## config.mk

```make
export PLATFORM = sky130hd
export DESIGN_NAME = pairwise_identity_distance_core
export DESIGN_NICKNAME = d
export VERILOG_FILES = /design/src/sv/pidc_pkg.sv /design/src/sv/pidc_div.sv /design/src/sv/pidc_dp.sv /design/src/sv/pidc_ctrl.sv /design/src/sv/pairwise_identity_distance_core.sv
export VERILOG_INCLUDE_DIRS = /design/src /design/src/sv
export SDC_FILE = /design/constraint.sdc
export NUM_CORES = 1
export LEC_CHECK = 0
export CORE_ASPECT_RATIO = 1.4
export CORE_MARGIN = 8
export CORE_UTILIZATION = 52
export DETAILED_ROUTE_END_ITERATION = 12
export DONT_BUFFER_PORTS = 1
export PLACE_DENSITY_LB_ADDON = 0.05
export SLEW_MARGIN = 20
export SYNTH_ARGS = -nofsm -noshare
export SYNTH_HDL_FRONTEND = slang
export SYNTH_SLANG_ARGS = --single-unit
export TNS_END_PERCENT = 50
```

## constraint.sdc

```tcl
create_clock -name clk_i -period 9.6 [get_ports clk_i]
set_input_delay 0.96 -clock clk_i [delete_from_list [all_inputs] [get_ports clk_i]]
set_output_delay 0.96 -clock clk_i [all_outputs]
set_load 0.02 [all_outputs]
```

## src/sv/pairwise_identity_distance_core_assert.svh

```systemverilog
// Assertion macros for the pairwise identity distance core.
// Included by files that check their own logic; no other dependencies.
`ifndef PAIRWISE_IDENTITY_DISTANCE_CORE_ASSERT_SVH
`define PAIRWISE_IDENTITY_DISTANCE_CORE_ASSERT_SVH

// Clocked assertion with explicit clock and active-low reset
`define PIDC_ASSERT_CR(lbl, clk, rst_n, prop, msg) \
  lbl: assert property (@(posedge clk) disable iff (!rst_n) prop) else $error(msg);

// Same, on the usual clk_i / rst_ni pair
`define PIDC_ASSERT(lbl, prop, msg) \
  `PIDC_ASSERT_CR(lbl, clk_i, rst_ni, prop, msg)

`endif

```

## src/sv/pidc_pkg.sv

```systemverilog
// Shared constants, types and the gap test for the pairwise identity distance core.
// No dependencies; imported by every module of the block.
package pidc_pkg;

  // Limits
  localparam int MAX_COLUMNS = 65536;
  localparam int MAX_PAIRS   = 1048576;

  // Widths
  localparam int RES_W   = 8;
  localparam int FRAC_W  = 16;
  localparam int Q_W     = FRAC_W + 1;                  // Q1.16 result
  localparam int COL_W   = $clog2(MAX_COLUMNS + 1);     // site / match counters
  localparam int PAIR_W  = $clog2(MAX_PAIRS + 1);       // pair counter
  localparam int SUM_W   = Q_W + PAIR_W - 1;            // running sum
  localparam int STEP_W  = $clog2(Q_W + 1);             // divider step counter
  localparam int IN_DW   = 2 * RES_W;
  localparam int OUT_DW  = ((4 * Q_W + 7) / 8) * 8;
  localparam int OUT_UW  = 2;

  localparam int ONE_Q16 = 1 << FRAC_W;

  // Controller to datapath commands
  typedef struct packed {
    logic col_acc;     // column beat accepted
    logic pair_begin;  // pair closed, start result
    logic div_start;   // launch divider
    logic div_avg;     // divider operands: average (else distance)
    logic dist_take;   // capture quotient as distance
    logic avg_take;    // capture quotient as average
    logic stat_upd;    // fold distance into set statistics
    logic out_load;    // move result into output register
  } pidc_cmd_t;

  // Datapath to controller status
  typedef struct packed {
    logic sites_zero;
    logic last_pair;
    logic pairs_zero;
    logic div_busy;
    logic div_done;
    logic out_free;
  } pidc_sts_t;

  // ASCII punctuation counts as a gap
  function automatic logic is_gap(input logic [RES_W-1:0] c);
    return (c >= 8'h21 && c <= 8'h2F) || (c >= 8'h3A && c <= 8'h40) ||
           (c >= 8'h5B && c <= 8'h60) || (c >= 8'h7B && c <= 8'h7E);
  endfunction

endpackage

```

## src/sv/pidc_div.sv

```systemverilog
// Restoring divider, one quotient bit per cycle, for the pairwise distance core.
// Depends on pidc_pkg; quotient must fit Q_W bits (dividend < divisor * 2^Q_W).
module pidc_div import pidc_pkg::*; (
  input  logic              clk_i,
  input  logic              rst_ni,
  input  logic              start_i,
  input  logic [SUM_W-1:0]  dividend_i,
  input  logic [PAIR_W-1:0] divisor_i,
  output logic              busy_o,
  output logic              done_o,
  output logic [Q_W-1:0]    quotient_o
);

  logic [PAIR_W-1:0] rem_q, rem_d;
  logic [PAIR_W-1:0] dvs_q;
  logic [Q_W-1:0]    dvd_q;
  logic [Q_W-1:0]    quo_q, quo_d;
  logic [STEP_W-1:0] cnt_q;
  logic              done_q;
  logic [PAIR_W:0]   trial;
  logic [PAIR_W:0]   diff;
  logic              qbit;

  // One shift-and-subtract step
  always_comb begin
    trial = {rem_q, dvd_q[Q_W-1]};
    diff  = trial - {1'b0, dvs_q};
    qbit  = (trial >= {1'b0, dvs_q});
    rem_d = qbit ? diff[PAIR_W-1:0] : trial[PAIR_W-1:0];
    quo_d = {quo_q[Q_W-2:0], qbit};
  end

  // Step counter and done pulse
  always_ff @(posedge clk_i or negedge rst_ni) begin
    if (!rst_ni) begin
      cnt_q  <= '0;
      done_q <= 1'b0;
    end else begin
      done_q <= (cnt_q == STEP_W'(1));
      if (start_i) begin
        cnt_q <= STEP_W'(Q_W);
      end else if (cnt_q != '0) begin
        cnt_q <= cnt_q - STEP_W'(1);
      end
    end
  end

  // Operand and partial remainder registers
  always_ff @(posedge clk_i) begin
    if (start_i) begin
      rem_q <= PAIR_W'(dividend_i[SUM_W-1:Q_W]);
      dvd_q <= dividend_i[Q_W-1:0];
      dvs_q <= divisor_i;
      quo_q <= '0;
    end else if (cnt_q != '0) begin
      rem_q <= rem_d;
      dvd_q <= {dvd_q[Q_W-2:0], 1'b0};
      quo_q <= quo_d;
    end
  end

  assign busy_o     = (cnt_q != '0);
  assign done_o     = done_q;
  assign quotient_o = quo_q;

endmodule

```

## src/sv/pidc_dp.sv

```systemverilog
// Datapath of the pairwise distance core: counters, set statistics, divider, output register.
// Depends on pidc_pkg and pidc_div; driven by pidc_ctrl through pidc_cmd_t.
module pidc_dp import pidc_pkg::*; (
  input  logic              clk_i,
  input  logic              rst_ni,
  input  pidc_cmd_t         cmd_i,
  output pidc_sts_t         sts_o,
  input  logic              cfg_we_i,
  input  logic              cfg_wdata_i,
  input  logic [RES_W-1:0]  residue_a_i,
  input  logic [RES_W-1:0]  residue_b_i,
  input  logic              last_column_i,
  input  logic              last_pair_i,
  input  logic              m_tready_i,
  output logic              m_tvalid_o,
  output logic [OUT_DW-1:0] m_tdata_o,
  output logic [OUT_UW-1:0] m_tuser_o,
  output logic              m_tlast_o
);

  logic              mode_q;
  logic [COL_W-1:0]  site_q, match_q;
  logic              last_pair_q;
  logic              none_q;
  logic [Q_W-1:0]    dist_q, avg_q;
  logic [Q_W-1:0]    min_q, max_q;
  logic [SUM_W-1:0]  sum_q;
  logic [PAIR_W-1:0] pcnt_q;
  logic              out_valid_q;
  logic [OUT_DW-1:0] out_data_q;
  logic [OUT_UW-1:0] out_user_q;
  logic              out_last_q;

  logic [COL_W-1:0]  num;
  logic [SUM_W-1:0]  div_dvd;
  logic [PAIR_W-1:0] div_dvs;
  logic              div_busy, div_done;
  logic [Q_W-1:0]    div_quo;
  logic              col_site;
  logic              set_empty;

  // Config register
  always_ff @(posedge clk_i or negedge rst_ni) begin
    if (!rst_ni) begin
      mode_q <= 1'b1;
    end else if (cfg_we_i) begin
      mode_q <= cfg_wdata_i;
    end
  end

  // Column counting; counts clear once the pair has been folded in
  assign col_site = !is_gap(residue_a_i) && !is_gap(residue_b_i) &&
                    (site_q < COL_W'(MAX_COLUMNS));

  always_ff @(posedge clk_i or negedge rst_ni) begin
    if (!rst_ni) begin
      site_q      <= '0;
      match_q     <= '0;
      last_pair_q <= 1'b0;
    end else if (cmd_i.stat_upd) begin
      site_q  <= '0;
      match_q <= '0;
    end else if (cmd_i.col_acc) begin
      if (col_site) begin
        site_q <= site_q + COL_W'(1);
        if (residue_a_i == residue_b_i) begin
          match_q <= match_q + COL_W'(1);
        end
      end
      if (last_column_i) begin
        last_pair_q <= last_pair_i;
      end
    end
  end

  // Divider operands
  assign num     = mode_q ? (site_q - match_q) : match_q;
  assign div_dvd = cmd_i.div_avg ? sum_q : SUM_W'({num, {FRAC_W{1'b0}}});
  assign div_dvs = cmd_i.div_avg ? pcnt_q : PAIR_W'(site_q);

  pidc_div u_div (
    .clk_i      (clk_i),
    .rst_ni     (rst_ni),
    .start_i    (cmd_i.div_start),
    .dividend_i (div_dvd),
    .divisor_i  (div_dvs),
    .busy_o     (div_busy),
    .done_o     (div_done),
    .quotient_o (div_quo)
  );

  // Pair result and average capture
  always_ff @(posedge clk_i) begin
    if (cmd_i.pair_begin) begin
      dist_q <= '0;
      avg_q  <= '0;
      none_q <= (site_q == '0);
    end else begin
      if (cmd_i.dist_take) dist_q <= div_quo;
      if (cmd_i.avg_take)  avg_q  <= div_quo;
    end
  end

  // Set statistics: update on each pair with sites, clear when the set is reported
  always_ff @(posedge clk_i or negedge rst_ni) begin
    if (!rst_ni) begin
      min_q  <= Q_W'(ONE_Q16);
      max_q  <= '0;
      sum_q  <= '0;
      pcnt_q <= '0;
    end else if (cmd_i.out_load && last_pair_q) begin
      min_q  <= Q_W'(ONE_Q16);
      max_q  <= '0;
      sum_q  <= '0;
      pcnt_q <= '0;
    end else if (cmd_i.stat_upd && !none_q && (pcnt_q < PAIR_W'(MAX_PAIRS))) begin
      if (dist_q < min_q) min_q <= dist_q;
      if (dist_q > max_q) max_q <= dist_q;
      sum_q  <= sum_q + SUM_W'(dist_q);
      pcnt_q <= pcnt_q + PAIR_W'(1);
    end
  end

  assign set_empty = (pcnt_q == '0);

  // Output register
  always_ff @(posedge clk_i or negedge rst_ni) begin
    if (!rst_ni) begin
      out_valid_q <= 1'b0;
    end else if (cmd_i.out_load) begin
      out_valid_q <= 1'b1;
    end else if (m_tready_i) begin
      out_valid_q <= 1'b0;
    end
  end

  always_ff @(posedge clk_i) begin
    if (cmd_i.out_load) begin
      out_last_q <= last_pair_q;
      out_user_q <= {last_pair_q && set_empty, none_q};
      if (last_pair_q) begin
        out_data_q <= OUT_DW'({avg_q, max_q, min_q, dist_q});
      end else begin
        out_data_q <= OUT_DW'(dist_q);
      end
    end
  end

  assign m_tvalid_o = out_valid_q;
  assign m_tdata_o  = out_data_q;
  assign m_tuser_o  = out_user_q;
  assign m_tlast_o  = out_last_q;

  // Status back to the controller
  always_comb begin
    sts_o            = '0;
    sts_o.sites_zero = (site_q == '0);
    sts_o.last_pair  = last_pair_q;
    sts_o.pairs_zero = set_empty;
    sts_o.div_busy   = div_busy;
    sts_o.div_done   = div_done;
    sts_o.out_free   = !out_valid_q || m_tready_i;
  end

endmodule

```

## src/sv/pidc_ctrl.sv

```systemverilog
// Controller of the pairwise distance core: sequences counting, divides, statistics, output.
// Depends on pidc_pkg; commands pidc_dp through pidc_cmd_t.
module pidc_ctrl import pidc_pkg::*; (
  input  logic      clk_i,
  input  logic      rst_ni,
  input  logic      in_valid_i,
  input  logic      in_last_i,
  output logic      in_ready_o,
  input  pidc_sts_t sts_i,
  output pidc_cmd_t cmd_o
);

  localparam logic [2:0] S_IDLE = 3'd0;  // taking column beats
  localparam logic [2:0] S_PAIR = 3'd1;  // pair closed, launch distance divide
  localparam logic [2:0] S_DIVD = 3'd2;  // distance divide running
  localparam logic [2:0] S_STAT = 3'd3;  // fold into set statistics
  localparam logic [2:0] S_AVGS = 3'd4;  // launch average divide
  localparam logic [2:0] S_DIVA = 3'd5;  // average divide running
  localparam logic [2:0] S_OUT  = 3'd6;  // wait for output register

  logic [2:0] state_q, state_d;

  always_comb begin
    state_d    = state_q;
    cmd_o      = '0;
    in_ready_o = 1'b0;
    unique case (state_q)
      S_IDLE: begin
        in_ready_o   = 1'b1;
        cmd_o.col_acc = in_valid_i;
        if (in_valid_i && in_last_i) state_d = S_PAIR;
      end
      S_PAIR: begin
        cmd_o.pair_begin = 1'b1;
        if (sts_i.sites_zero) begin
          state_d = S_STAT;
        end else begin
          cmd_o.div_start = 1'b1;
          state_d         = S_DIVD;
        end
      end
      S_DIVD: begin
        if (sts_i.div_done) begin
          cmd_o.dist_take = 1'b1;
          state_d         = S_STAT;
        end
      end
      S_STAT: begin
        cmd_o.stat_upd = 1'b1;
        state_d        = sts_i.last_pair ? S_AVGS : S_OUT;
      end
      S_AVGS: begin
        if (sts_i.pairs_zero) begin
          state_d = S_OUT;
        end else begin
          cmd_o.div_start = 1'b1;
          cmd_o.div_avg   = 1'b1;
          state_d         = S_DIVA;
        end
      end
      S_DIVA: begin
        cmd_o.div_avg = 1'b1;
        if (sts_i.div_done) begin
          cmd_o.avg_take = 1'b1;
          state_d        = S_OUT;
        end
      end
      S_OUT: begin
        if (sts_i.out_free) begin
          cmd_o.out_load = 1'b1;
          state_d        = S_IDLE;
        end
      end
      default: begin
        state_d = S_IDLE;
      end
    endcase
  end

  always_ff @(posedge clk_i or negedge rst_ni) begin
    if (!rst_ni) begin
      state_q <= S_IDLE;
    end else begin
      state_q <= state_d;
    end
  end

endmodule

```

## src/sv/pairwise_identity_distance_core.sv

```systemverilog
// Pairwise identity / p-distance core with per-set min, max and mean.
// Input beat: one alignment column; tdata = {residue_b, residue_a}, tlast = last column
// of the pair, tuser = last pair of the set (read with tlast only).
// Output beat: one per pair; tdata = {avg, max, min, distance} in Q1.16 (17 bits each,
// zero padded to 72), tlast = set done, tuser = {no_pairs, no_sites}. The set fields
// are zero unless tlast is high.
// distance_mode (cfg_wdata_i, reset 1) picks p-distance (1) or identity (0); write it
// only while the core is idle.
// Input flow: a column beat that does not close a pair finds the input ready. A closing beat
// holds the input off until its result is loaded into the output register; meanwhile the
// shared 17-step bit-serial divider runs for the distance and, when the beat also closes a
// set with included pairs, for the average. A pair without sites skips the distance divide.
// A set without included pairs skips the average divide.
// The output register holds one finished result; if the receiver stalls, the next pair
// is still counted and the core waits with its result until the register frees up.
// Reset clears the counters and statistics and sets distance_mode to p-distance.
module pairwise_identity_distance_core import pidc_pkg::*; (
  input  logic              clk_i,
  input  logic              rst_ni,
  input  logic              cfg_we_i,
  input  logic              cfg_wdata_i,
  input  logic              s_axis_tvalid,
  output logic              s_axis_tready,
  input  logic [IN_DW-1:0]  s_axis_tdata,   // [7:0] residue_a, [15:8] residue_b
  input  logic              s_axis_tlast,   // last_column
  input  logic              s_axis_tuser,   // last_pair
  output logic              m_axis_tvalid,
  input  logic              m_axis_tready,
  output logic [OUT_DW-1:0] m_axis_tdata,   // [16:0] distance, [33:17] min_distance,
                                            // [50:34] max_distance, [67:51] avg_distance
  output logic [OUT_UW-1:0] m_axis_tuser,   // [0] no_sites, [1] no_pairs
  output logic              m_axis_tlast    // set_done
);

  `include "pairwise_identity_distance_core_assert.svh"

  pidc_cmd_t cmd;
  pidc_sts_t sts;

  pidc_ctrl u_ctrl (
    .clk_i      (clk_i),
    .rst_ni     (rst_ni),
    .in_valid_i (s_axis_tvalid),
    .in_last_i  (s_axis_tlast),
    .in_ready_o (s_axis_tready),
    .sts_i      (sts),
    .cmd_o      (cmd)
  );

  pidc_dp u_dp (
    .clk_i         (clk_i),
    .rst_ni        (rst_ni),
    .cmd_i         (cmd),
    .sts_o         (sts),
    .cfg_we_i      (cfg_we_i),
    .cfg_wdata_i   (cfg_wdata_i),
    .residue_a_i   (s_axis_tdata[RES_W-1:0]),
    .residue_b_i   (s_axis_tdata[IN_DW-1:RES_W]),
    .last_column_i (s_axis_tlast),
    .last_pair_i   (s_axis_tuser),
    .m_tready_i    (m_axis_tready),
    .m_tvalid_o    (m_axis_tvalid),
    .m_tdata_o     (m_axis_tdata),
    .m_tuser_o     (m_axis_tuser),
    .m_tlast_o     (m_axis_tlast)
  );

  // Checks
  `PIDC_ASSERT(a_no_accept_while_div, sts.div_busy |-> !s_axis_tready, "beat taken during divide")
  `PIDC_ASSERT(a_load_shows_valid, cmd.out_load |=> m_axis_tvalid, "loaded result not valid")
  `PIDC_ASSERT(a_dist_range, m_axis_tvalid |-> (m_axis_tdata[Q_W-1:0] <= Q_W'(ONE_Q16)),
    "distance above one")
  `PIDC_ASSERT(a_set_fields_gated,
    (m_axis_tvalid && !m_axis_tlast) |-> (m_axis_tdata[4*Q_W-1:Q_W] == '0),
    "set fields nonzero outside set close")

endmodule
```

=== After elaboration in Yosys (flattened, before gate mapping) ===
Cells that the tools add are included.

* Eq/ne operators: 12
* Add/sub/neg operators: 7
* Reductions and logical operators: 44
* $lt $le $gt $ge: 21
* Bitwise gates (word level): 1
* Mux-type cells: 50

{| class="wikitable"
|+ Operators with widths
! cell !! count
|-
| 2-to-1 mux 17 bit || 17
|-
| 2-to-1 mux 37 bit || 3
|-
| 2-to-1 mux 21 bit || 3
|-
| <= comparator 8 x 7 -> 1 bit (second input constant) || 6
|-
| 2-to-1 mux 20 bit || 2
|-
| adder 37 x 17 -> 37 bit || 1
|-
| adder 17 x 1 -> 17 bit (second input constant) || 2
|-
| greater-or-equal comparator 8 x 6 -> 1 bit (second input constant) || 4
|-
| greater-or-equal comparator 8 x 7 -> 1 bit (second input constant) || 4
|-
| greater-or-equal comparator 22 x 21 -> 1 bit || 1
|-
| adder 21 x 1 -> 21 bit (second input constant) || 1
|-
| logical NOT 21 bit || 1
|-
| < comparator 21 bit (second input constant) || 1
|-
| case mux 3 bit (7 select lines) || 1
|-
| subtractor 21 bit || 1
|-
| greater-than comparator 17 bit || 1
|-
| logical NOT 17 bit || 1
|-
| < comparator 17 bit || 1
|-
| < comparator 17 bit (second input constant) || 1
|-
| subtractor 17 bit || 1
|-
| <= comparator 8 x 6 -> 1 bit (second input constant) || 2
|-
| nonzero test 2 bit || 8
|-
| logical AND 1 bit || 15
|-
| 2-to-1 mux 1 bit || 13
|-
| other kinds (20) || 44
|}

* Word-level logic and storage cells: 160
* Bits in registers: 324
* Input port bits: 24
* Output and inout bits: 77

=== Longest topological paths before layout ===
Gate-level depths: netlist of run 1.

* Depth after elaboration: 11
* Mapped depth: 15
* Gate-level depth less buffers: 13

=== Hierarchy ===
Synthesis of run 1 repeated with hierarchy kept, for this count alone.

* Cells, all modules: 1,838
* Area, all modules: 18,054.8 µm²

{| class="wikitable"
|+ By module, submodules not included
! module !! cells an instance !! seq. area each (µm²) !! area an instance (µm²) !! instances
|-
| pidc_dp || 1,374 || 6,073.3 || 13,294.0 || 1
|-
| pidc_div || 424 || 2,252.2 || 4,475.5 || 1
|-
| pidc_ctrl || 40 || 75.1 || 285.3 || 1
|}

=== Least setup slack after synthesis of run 1 ===
Ideal clock, no wire load.

* Kind: input to register
* Start: input m_axis_tready
* End: register u_dp.min_q[10]
* Buffers on the path: 3
* Data required time: 9,468 ps
* Arrival time: 8,132 ps
* Cell stages on the path: 11
* Library setup time: 132 ps
* Setup slack: 1,336 ps
* Cell sequence: nand2b_1 -> nor3b_1 -> and2_1 -> clkbuf_1 -> nand2b_1 -> nand3_1 -> a31oi_1 -> buf_2 -> buf_2 -> mux2i_1 -> nor2_1

{| class="wikitable"
|+ RTL lines
! element !! line !! RTL
|-
| from (decl) || pairwise_identity_distance_core.sv:28 || <nowiki>input logic m_axis_tready,</nowiki>
|-
| to (signal assigned) || pidc_dp.sv:107 || <nowiki>min_q <= Q_W'(ONE_Q16);</nowiki>
|-
| to (signal assigned) || pidc_dp.sv:112 || <nowiki>min_q <= Q_W'(ONE_Q16);</nowiki>
|-
| to (signal assigned) || pidc_dp.sv:117 || <nowiki>if (dist_q < min_q) min_q <= dist_q;</nowiki>
|-
| to (decl) || pidc_dp.sv:26 || <nowiki>logic [Q_W-1:0] min_q, max_q;</nowiki>
|}

=== Final worst setup path of run 1 ===
* Start: register u_dp.u_div.dvd_q[16]
* End: register u_dp.u_div.rem_q[6] (data pin)

* Word-level cells in the longest chain between the ends: 4
* Elaborated cells on any way between the ends: 5
* Those cells by class: 1 x add/sub; 1 x order compare; 3 x mux

{| class="wikitable"
|+ Ends and longest elaborated chain
! element !! line !! RTL
|-
| from (decl) || pidc_div.sv:16 || <nowiki>logic [Q_W-1:0] dvd_q;</nowiki>
|-
| from (signal assigned) || pidc_div.sv:52 || <nowiki>dvd_q <= dividend_i[Q_W-1:0];</nowiki>
|-
| from (signal assigned) || pidc_div.sv:57 || <nowiki>dvd_q <= {dvd_q[Q_W-2:0], 1'b0};</nowiki>
|-
| subtractor 21 bit / greater-or-equal comparator 22 x 21 -> 1 bit (equally long branches) || pidc_div.sv:27, pidc_div.sv:28 ||
|-
| 2-to-1 mux 21 bit (*) || pidc_div.sv:29 || <nowiki>rem_d = qbit ? diff[PAIR_W-1:0] : trial[PAIR_W-1:0];</nowiki>
|-
| 2-to-1 mux 20 bit (*) || pidc_div.sv:55 || <nowiki>end else if (cnt_q != '0) begin</nowiki>
|-
| 2-to-1 mux 20 bit (*) || pidc_div.sv:50 || <nowiki>if (start_i) begin</nowiki>
|-
| to (signal assigned) || pidc_div.sv:51 || <nowiki>rem_q <= PAIR_W'(dividend_i[SUM_W-1:Q_W]);</nowiki>
|-
| to (signal assigned) || pidc_div.sv:56 || <nowiki>rem_q <= rem_d;</nowiki>
|-
| to (decl) || pidc_div.sv:14 || <nowiki>logic [PAIR_W-1:0] rem_q, rem_d;</nowiki>
|}

Mark *: on every way between the ends. The rest lies on a longest branch, timed or not. The select of a mux whose other input is x is not followed.
A chain may end at the register's enable or synchronous reset.

==> out/metrics.sh, run 1 <==
YOSYS_MOST_USED_DFF='sky130_fd_sc_hd__dfrtp_1'
NETS=1855
GRT_UTIL_ALL_LAYERS=0.217
POSTSYNTHCELLCOUNT=1761
YS_ASYNC_SR_FRACTION=0.431
POSTCTSSETUPBUFFERS=0
TIMING_WORST_SETUP_PATH_TYPE='reg -> reg'
SYNTH_TOP_AREA_CELL='sky130_fd_sc_hd__edfxtp_1'
POWER.COMBINATIONAL.FRACTION=0.345
POWER.NET_SWITCHING_mW=2.07
DPL_WORST_SLACK_PS=5550
MAX-CLOCK-PATH-BUFFERS=3
VIASPERCELL=5.64
POST_DETAILED_ROUTE_WIRELENGTH_PER_CELL_UM=19.2
CRITICAL_PATH.MAX_FANOUT=27
POST_SYNTH.CELL_AREA_AVG_UM2=9.67
GRT_START_MAX_NET_PINS=139
GP_CONGESTION=0.878
WORST_PIN_SLEW_PS=1050
TIMING.FINAL.HOLD_VIOLATIONS=0
WORST_SETUP_PATH_END_KIND='flop'
POSTROUTEWIRELENGTH_MM=42.2
IR_WORST_VDD_uV=134
CLK_TRANSITION_REPORTED_PATHS_PS=60
SETUP_VIOLATORS_FINAL=0
YOSYS-MUX-AREA-FRACTION=0.0249
TOTAL_LEAKAGE_POWER_nW=7.72
NUM_ANTENNA_CELLS=0
FINAL_NUMBER_OF_MAX_TRANSITION_VIOLATIONS=0
FINCLKSKEW_PS=16.2
CHIPHEIGHT_UM=230
REPORT.POWER.TOTAL_mW=5.47
SYNTH_SIMPLE_GATE_AREA_SHARE=0.181
POST-ROUTE-WORST-SETUP-SLACK_PS=5530
CRIT_PATH_FREQUENT_CELL='sky130_fd_sc_hd__a21oi_1'
SYNTH_CELL_TYPES=68
YS_SEQ_AREA_FRAC=0.493
DRIVE_ABOVE_1_SHARE=0.0546
SYN2LAYOUT_AREA_GROWTH_PCT=8.75
OUTCOME='complete, no violations'
WORST_HOLD_PATH_TYPE='in -> async'
SYNTH-ADDER-AREA-SHARE=0.0734
CLOCK_POWER_SHARE=0.239
SYNTHESIS.YOSYS.WARNINGS=0
DP.CELLS=2137
RELSLEWSLACK=0.301
CLOCK_LATENCY_PS=530
FINAL_WORST_PATH_PERIOD_NEED_PS=4070
PLACED_CELL_AREA_UM2=17400
CTS_TREE='yes'
POSTLAYOUTCOREUTIL=0.573
INITIAL_CORE_UTIL=0.527
POWER_SWITCHING_SHARE=0.378
SYNTH_TOP_FAMILY_BY_AREA='simple AND/OR/NAND/NOR gates'
LAYOUT.CELLS.NON_FILLER=2199
P_INT_mW=3.40
POSTLAYOUTCELLAREA_UM2=18500
FINAL.PERIOD_UTILIZATION=0.424
DRC=0
SYN_AREA_UM2=17000
MAXCAPVIOLCOUNT=0
CP_CELL_SEQUENCE='inv_1, ha_1, fa_1, nor2b_1, o21a_1, o21ai_0, a21oi_1, o41a_1, a221oi_1, a22o_1, buf_4, nor2_1, a211oi_1, a21oi_1'
IOS=101
SYNTH.AREA.TOP_CELLS='sky130_fd_sc_hd__edfxtp_1, sky130_fd_sc_hd__dfrtp_1, sky130_fd_sc_hd__ha_1'
ANTENNA_FOUND_INITIAL=0
SYNTH_EDF_COUNT=130
CLOCK-SINKS=320
POST-SYNTH-TOP-AREA-FRACTION=0.229
GRT_PASS1_VIAS=12435
CRITICAL_PATH.N_BUFFERS_INVERTERS=2
CTS.REPAIR.RESIZED=0
VIAS=12405
CRITICAL_PATH.TOP_DELAY_FAMILY='compound AO/OA/AOI/OAI gates'
FINAL_ANTENNA_NET_COUNT=0
SYNTH-COMPOUND-AREA-SHARE=0.133
HOLDWS_PS=139
DETAIL_ROUTE.FIRST_PASS.ITERATIONS=4
CRIT_REQUIRED_PS=9850
CRIT_SLOWEST_CELL='sky130_fd_sc_hd__a22o_1'
CTS_HTREE_LEVELS=2
LAYOUT.FILLER_CELLS=2847
CLK_ROOT_BUFFER_CELL='sky130_fd_sc_hd__clkbuf_16'
FMAX_GHz=0.246
CP_PEAK_STAGE_DELAY_PS=530
CRIT_ARRIVAL_PS=4330
DRTITER0DRC=754
COREAREA_UM2=32300
GRT_FIRST_PASS_WIRELENGTH_MM=67.3
SEQ_POWER_SHARE=0.416
AREA_OF_THE_DIE_UM2=38900
GRT_SETUP_UNREPAIRED='false'
DIE_WIDTH_UM=169
TIMING.SETUP.TNS_PS=0
CTS_MADE_BUFFERS=34
PORT_BUFFERS=0
SYNTH_SEQ_CELLS=320
SETUP.WORST_PATH.START_CLASS='flop'
POSTCTSHOLDBUFS=0
PLACED_WIRE_LENGTH_ESTIMATE_MM=29.8
SYNTH-XOR-AREA-SHARE=0.0520
NUM_ROWS=78
GRT_REMAINING_OVERFLOW=0
POWER_PER_CELL_AREA_nW_PER_UM2=295
[worst reg2reg max path: stages (launching register included)]
cell	delay (ps)
sky130_fd_sc_hd__edfxtp_1	390
sky130_fd_sc_hd__inv_1	80
sky130_fd_sc_hd__ha_1	180
sky130_fd_sc_hd__fa_1	210
sky130_fd_sc_hd__nor2b_1	70
sky130_fd_sc_hd__o21a_1	180
sky130_fd_sc_hd__o21ai_0	240
sky130_fd_sc_hd__a21oi_1	140
sky130_fd_sc_hd__o41a_1	480
sky130_fd_sc_hd__a221oi_1	470
sky130_fd_sc_hd__a22o_1	530
sky130_fd_sc_hd__buf_4	390
sky130_fd_sc_hd__nor2_1	90
sky130_fd_sc_hd__a211oi_1	270
sky130_fd_sc_hd__a21oi_1	70
[registers in the layout (all words and copies together) (netlist names), 21 cells and up]
signal and cells:
u_dp.pcnt_q 21, u_dp.sum_q 37, u_dp.m_tdata_o 68, u_dp.u_div.rem_q 21, u_dp.u_div.dvs_q 21
[placed cells by master, fill, tap and decap left out, types with 20 or more instances in the layout]
cell | netlist | final
sky130_fd_sc_hd__a211oi_1 | 21 | 21
sky130_fd_sc_hd__a21o_1 | 29 | 29
sky130_fd_sc_hd__a21oi_1 | 125 | 125
sky130_fd_sc_hd__and2_1 | 61 | 60
sky130_fd_sc_hd__clkbuf_16 | 0 | 35
sky130_fd_sc_hd__dfrtp_1 | 136 | 136
sky130_fd_sc_hd__dfxtp_1 | 52 | 52
sky130_fd_sc_hd__edfxtp_1 | 130 | 130
sky130_fd_sc_hd__ha_1 | 95 | 95
sky130_fd_sc_hd__inv_1 | 98 | 98
sky130_fd_sc_hd__mux2i_1 | 39 | 39
sky130_fd_sc_hd__nand2_1 | 241 | 241
sky130_fd_sc_hd__nand3_1 | 41 | 41
sky130_fd_sc_hd__nand4_1 | 21 | 21
sky130_fd_sc_hd__nor2_1 | 157 | 155
sky130_fd_sc_hd__nor3_1 | 21 | 20
sky130_fd_sc_hd__o21ai_0 | 67 | 67
sky130_fd_sc_hd__xnor2_1 | 67 | 67
sky130_fd_sc_hd__xor2_1 | 34 | 34
[power by group through the flow]
stage / registers, mW / clock network (mW) / logic, mW
after floorplan: 2.14 / 0 / 1.52
after global placement: 2.29 / 0 / 1.86
after detailed placement: 2.30 / 0 / 1.89
after CTS: 2.27 / 1.34 / 1.90
after global routing: 2.31 / 1.39 / 2.13
final: 2.27 / 1.31 / 1.89
[cell families after synthesis]
group,Yosys count
adder cells (fa/ha/maj),98
other,1
AND/OR/NAND/NOR,655
flip-flops,320
XOR/XNOR,101
AO/OA/AOI/OAI,360
buffers and inverters,184
multiplexers,42
[cells in the mapped netlist (18+ instances only)]
master                     count
sky130_fd_sc_hd__dfxtp_1      52
sky130_fd_sc_hd__nor3_1       21
sky130_fd_sc_hd__a211oi_1     21
sky130_fd_sc_hd__clkbuf_1     68
sky130_fd_sc_hd__nand3_1      41
sky130_fd_sc_hd__a22o_1       18
sky130_fd_sc_hd__xor2_1       34
sky130_fd_sc_hd__nand4_1      21
sky130_fd_sc_hd__a21o_1       29
sky130_fd_sc_hd__nor2_1      157
sky130_fd_sc_hd__nand2_1     241
sky130_fd_sc_hd__nand2b_1     18
sky130_fd_sc_hd__a21oi_1     125
sky130_fd_sc_hd__nor2b_1      18
sky130_fd_sc_hd__inv_1        98
sky130_fd_sc_hd__dfrtp_1     136
sky130_fd_sc_hd__xnor2_1      67
sky130_fd_sc_hd__or3_1        18
sky130_fd_sc_hd__mux2i_1      39
sky130_fd_sc_hd__o21ai_0      67
sky130_fd_sc_hd__and2_1       61
sky130_fd_sc_hd__ha_1         95
sky130_fd_sc_hd__edfxtp_1    130
[cell type report]
cell class              instances  area (µm²)  share of cell area
clock inverters                17         154             0.00831
flip-flops and latches        320        8400               0.454
well taps                     440         551              0.0297
clock buffers                  45         947              0.0512
repair buffers                 18         135             0.00730
multi-input cells            1260        7950               0.430
inverters                      99         372              0.0201
[final timing paths]
| path | startpoint | endpoint | slack [ps] | depth (start not counted) |
|---|---|---|---|---|
| worst min-delay path | rst_ni | u_dp.sum_q[17]$_DFFE_PN0P_ | 140 | 0 |
| max in group asynchronous | rst_ni | u_dp.min_q[16]$_DFFE_PN1P_ | 9220 | 0 |
| worst min register to register | u_dp.avg_q[9]$_SDFFE_PN0P_ | u_dp.avg_q[9]$_SDFFE_PN0P_ | 450 | 2 |
| worst max register to register | u_dp.u_div.dvd_q[16]$_DFFE_PP_ | u_dp.u_div.rem_q[6]$_DFFE_PP_ | 5530 | 14 |
| worst max-delay path | u_dp.u_div.dvd_q[16]$_DFFE_PP_ | u_dp.u_div.rem_q[6]$_DFFE_PP_ | 5530 | 14 |
| min in group clk_i | u_dp.avg_q[9]$_SDFFE_PN0P_ | u_dp.avg_q[9]$_SDFFE_PN0P_ | 450 | 2 |
[layer usage]
| layer | part of all wire | GRT usage | vias to the layer above |
|---|---|---|---|
| met5 | 0 | 0 | - |
| met4 | 0.053 | 0.116 | 0 |
| met3 | 0.036 | 0.0348 | 110 |
| met2 | 0.51 | 0.393 | 243 |
| met1 | 0.40 | 0.239 | 5957 |
| li1 | - | - | 6095 |
(Power assumes the default switching activity.)
==> run 2: changes to the inputs <==
--- a/config.mk
+++ b/config.mk
@@ -6,6 +6,7 @@
 export SDC_FILE = /design/constraint.sdc
 export NUM_CORES = 1
 export LEC_CHECK = 0
+export ABC_AREA = 1
 export CORE_ASPECT_RATIO = 1.4
 export CORE_MARGIN = 8
 export CORE_UTILIZATION = 52
==> constraint.sdc (replaced) <==
create_clock -name clk_i -period 3.65 [get_ports clk_i]
set_input_delay 0.365 -clock clk_i [delete_from_list [all_inputs] [get_ports clk_i]]
set_output_delay 0.365 -clock clk_i [all_outputs]
set_load 0.02 [all_outputs]
==> run 2 against run 1 <==
Net effect: first-iteration DRC count grew 45%; non-clock buffer count grew 8; critical path depth fell by 2; count of clock-buffer cells in the layout shrank 8; flip-flop and latch count is the same; total power rose to 2.8 times the previous value; critical path type unchanged; fmax up 47%; wire length rose by 36%.
==> out/metrics.sh, run 2 <==
OUTCOME='complete, no violations'
CLOCK-SINKS=320
CRITICAL_PATH.MAX_FANOUT=17
SETUP_VIOLATORS_FINAL=0
AREA_OF_THE_DIE_UM2=44100
TOTAL_LEAKAGE_POWER_nW=10.5
GRT_SETUP_UNREPAIRED='false'
FINAL.PERIOD_UTILIZATION=0.761
CTS_HTREE_LEVELS=1
PORT_BUFFERS=0
TIMING.SETUP.TNS_PS=0
FINAL_COMMON_CELL='sky130_fd_sc_hd__nand2_1'
YS_ASYNC_SR_FRACTION=0.431
CLK_TRANSITION_REPORTED_PATHS_PS=70
IR_WORST_VDD_uV=486
FINAL_WORST_PATH_PERIOD_NEED_PS=2780
DIE_WIDTH_UM=180
LIST_OF_MOST_FREQUENT_POST_SYNTHESIS_CELLS='sky130_fd_sc_hd__nand2_1, sky130_fd_sc_hd__inv_1, sky130_fd_sc_hd__nand3_1, sky130_fd_sc_hd__nor2_1'
FINAL_ANTENNA_NET_COUNT=0
GRT_PASS1_VIAS=16860
RELSLEWSLACK=0.421
CRIT_REQUIRED_PS=4000
INITIAL_CORE_UTIL=0.524
PLACED_WIRE_LENGTH_ESTIMATE_MM=43.1
WORST_PIN_SLEW_PS=869
NUM_ANTENNA_CELLS=0
NUM_ROWS=84
LAYOUT.FILLER_CELLS=3565
SETUP.WORST_PATH.START='u_dp.pcnt_q[0]$_DFFE_PN0P_'
POSTROUTEWIRELENGTH_MM=57.2
COREAREA_UM2=37300
FINCLKSKEW_PS=20.7
TIMING_WORST_SETUP_PATH_TYPE='reg -> reg'
MAXCAPVIOLCOUNT=0
POSTLAYOUTCELLAREA_UM2=21000
GRT_UTIL_ALL_LAYERS=0.255
WORST_SETUP_PATH_END_KIND='flop'
CHIPHEIGHT_UM=245
MAX-CLOCK-PATH-BUFFERS=3
IOS=101
DRTITER0DRC=1097
DRC=0
CTS.REPAIR.RESIZED=0
CLOCK_LATENCY_PS=600
CTS_MADE_BUFFERS=31
GP_CONGESTION=0.970
POSTSYNTHCELLCOUNT=2642
CTS_TREE='yes'
POST-SYNTH-TOP-AREA-FRACTION=0.200
VIAS=17125
CRIT_ARRIVAL_PS=3130
POSTCTSSETUPBUFFERS=0
YS_SEQ_AREA_FRAC=0.430
POSTCTSHOLDBUFS=7
SETUP.WORST_PATH.START_CLASS='flop'
RR_STARTPOINT='u_dp.pcnt_q[0]$_DFFE_PN0P_'
TIMING.FINAL.HOLD_VIOLATIONS=0
GRT_REMAINING_OVERFLOW=0
SYNTHESIS.YOSYS.WARNINGS=0
SYN_AREA_UM2=19500
GRT_FIRST_PASS_WIRELENGTH_MM=90.6
POST_SYNTH.CELL_AREA_AVG_UM2=7.39
SYNTH_EDF_COUNT=130
REGTOREGSETUPSLACK_PS=870
FINAL_NUMBER_OF_MAX_TRANSITION_VIOLATIONS=0
ANTENNA_FOUND_INITIAL=0
DRIVE_ABOVE_1_SHARE=0.0449
VIASPERCELL=5.48
HOLD_START='m_axis_tready'
POST_DETAILED_ROUTE_WIRELENGTH_PER_CELL_UM=18.3
SYN2LAYOUT_AREA_GROWTH_PCT=7.75
SYNTH_CELL_TYPES=56
YOSYS_MOST_USED_DFF='sky130_fd_sc_hd__dfrtp_1'
LARGEST_REGISTER_FFS=68
FMAX_GHz=0.360
FINAL_CELL_MIX='sky130_fd_sc_hd__nand2_1, sky130_fd_sc_hd__inv_1, sky130_fd_sc_hd__nand3_1, sky130_fd_sc_hd__nor2_1'
GRT_START_MAX_NET_PINS=139
POWER_PER_CELL_AREA_nW_PER_UM2=722
SYNTH.AREA.TOP_CELLS='sky130_fd_sc_hd__edfxtp_1, sky130_fd_sc_hd__dfrtp_1, sky130_fd_sc_hd__nand2_1'
NETS=2748
SYNTH_TOP_AREA_CELL='sky130_fd_sc_hd__edfxtp_1'
WORST_HOLD_PATH_TYPE='in -> reg'
CLK_ROOT_BUFFER_CELL='sky130_fd_sc_hd__clkbuf_16'
DETAIL_ROUTE.FIRST_PASS.ITERATIONS=6
YOSYS.CELL_COUNT.TOP_TYPE='sky130_fd_sc_hd__nand2_1'
PLACED_CELL_AREA_UM2=19900
SYNTH_SEQ_CELLS=320
run 2: changes by cell type after synthesis, moves of 37 or more:
cell and delta:
sky130_fd_sc_hd__and2_1 -57, sky130_fd_sc_hd__inv_1 +309, sky130_fd_sc_hd__mux2i_1 -39, sky130_fd_sc_hd__nand2_1 +560, sky130_fd_sc_hd__nand3_1 +196, sky130_fd_sc_hd__nor2_1 +37, sky130_fd_sc_hd__o21ai_0 +50, sky130_fd_sc_hd__xnor2_1 -44
run 2: worst paths after layout:
kind,endpoint,depth (start not counted)
min,u_dp.m_tvalid_o$_DFFE_PN0P_,3
min in group asynchronous,u_dp.pcnt_q[11]$_DFFE_PN0P_,2
max in group asynchronous,u_dp.sum_q[18]$_DFFE_PN0P_,2
max,u_dp.u_div.rem_q[15]$_DFFE_PP_,12
min reg2reg,u_dp.avg_q[0]$_SDFFE_PN0P_,2
max reg2reg,u_dp.u_div.rem_q[15]$_DFFE_PP_,12
run 2: kinds of logic after synthesis:
logic type,after synthesis,share of synthesized area
simple gates,1381,0.301
buf+inv,494,0.100
flops,320,0.430
compound gates,300,0.0831
fa+ha+maj,98,0.0639
xor+xnor,48,0.0215
other cells,1,0.000192
run 2: worst max-delay path: stages (launching register included):
cell and delay (ps):
sky130_fd_sc_hd__dfrtp_1 420, sky130_fd_sc_hd__inv_1 110, sky130_fd_sc_hd__ha_1 210, sky130_fd_sc_hd__nand3_1 90, sky130_fd_sc_hd__nor2_1 140, sky130_fd_sc_hd__nand3_1 200
sky130_fd_sc_hd__nand2_2 150, sky130_fd_sc_hd__buf_4 220, sky130_fd_sc_hd__nand2_1 90, sky130_fd_sc_hd__inv_1 440, sky130_fd_sc_hd__nand3_1 190, sky130_fd_sc_hd__nand2_1 180
sky130_fd_sc_hd__nand2_1 80
run 2: where the power goes:
part / internal [mW] / total, mW / switching (mW)
combinational: 2.01 / 6.38 / 4.37
clock: 1.96 / 3.44 / 1.48
sequential: 4.69 / 5.39 / 0.693
run 2: area by class of cell:
class | instances | area, µm² | area share
clock buffers | 37 | 818 | 0.0389
clock inverters | 21 | 251 | 0.0119
inverters | 416 | 1560 | 0.0742
multi-input cells | 1831 | 9190 | 0.437
flip-flops and latches | 320 | 8400 | 0.399
well taps | 473 | 592 | 0.0281
repair buffers | 26 | 230 | 0.0109
run 2: metal layers:
layer,part of all wire,vias to the layer above,track usage
li1,-,8465,-
met5,0,-,0
met2,0.51,467,0.475
met4,0.058,0,0.142
met3,0.039,164,0.0291
met1,0.39,8029,0.281
run 2: stage by stage:
stage,cells,util,total power [mW],hold WS (ps),setup slack (ps)
4_1_cts,3124,0.564,15.3,10.0,868
6_report,3124,0.564,15.2,35.5,872
2_1_floorplan,2645,-,10.0,69.4,802
3_3_place_gp,3059,0.533,11.6,78.6,916
5_1_grt,3124,0.564,16.3,70.3,702
3_5_place_dp,3059,0.533,11.7,78.9,878
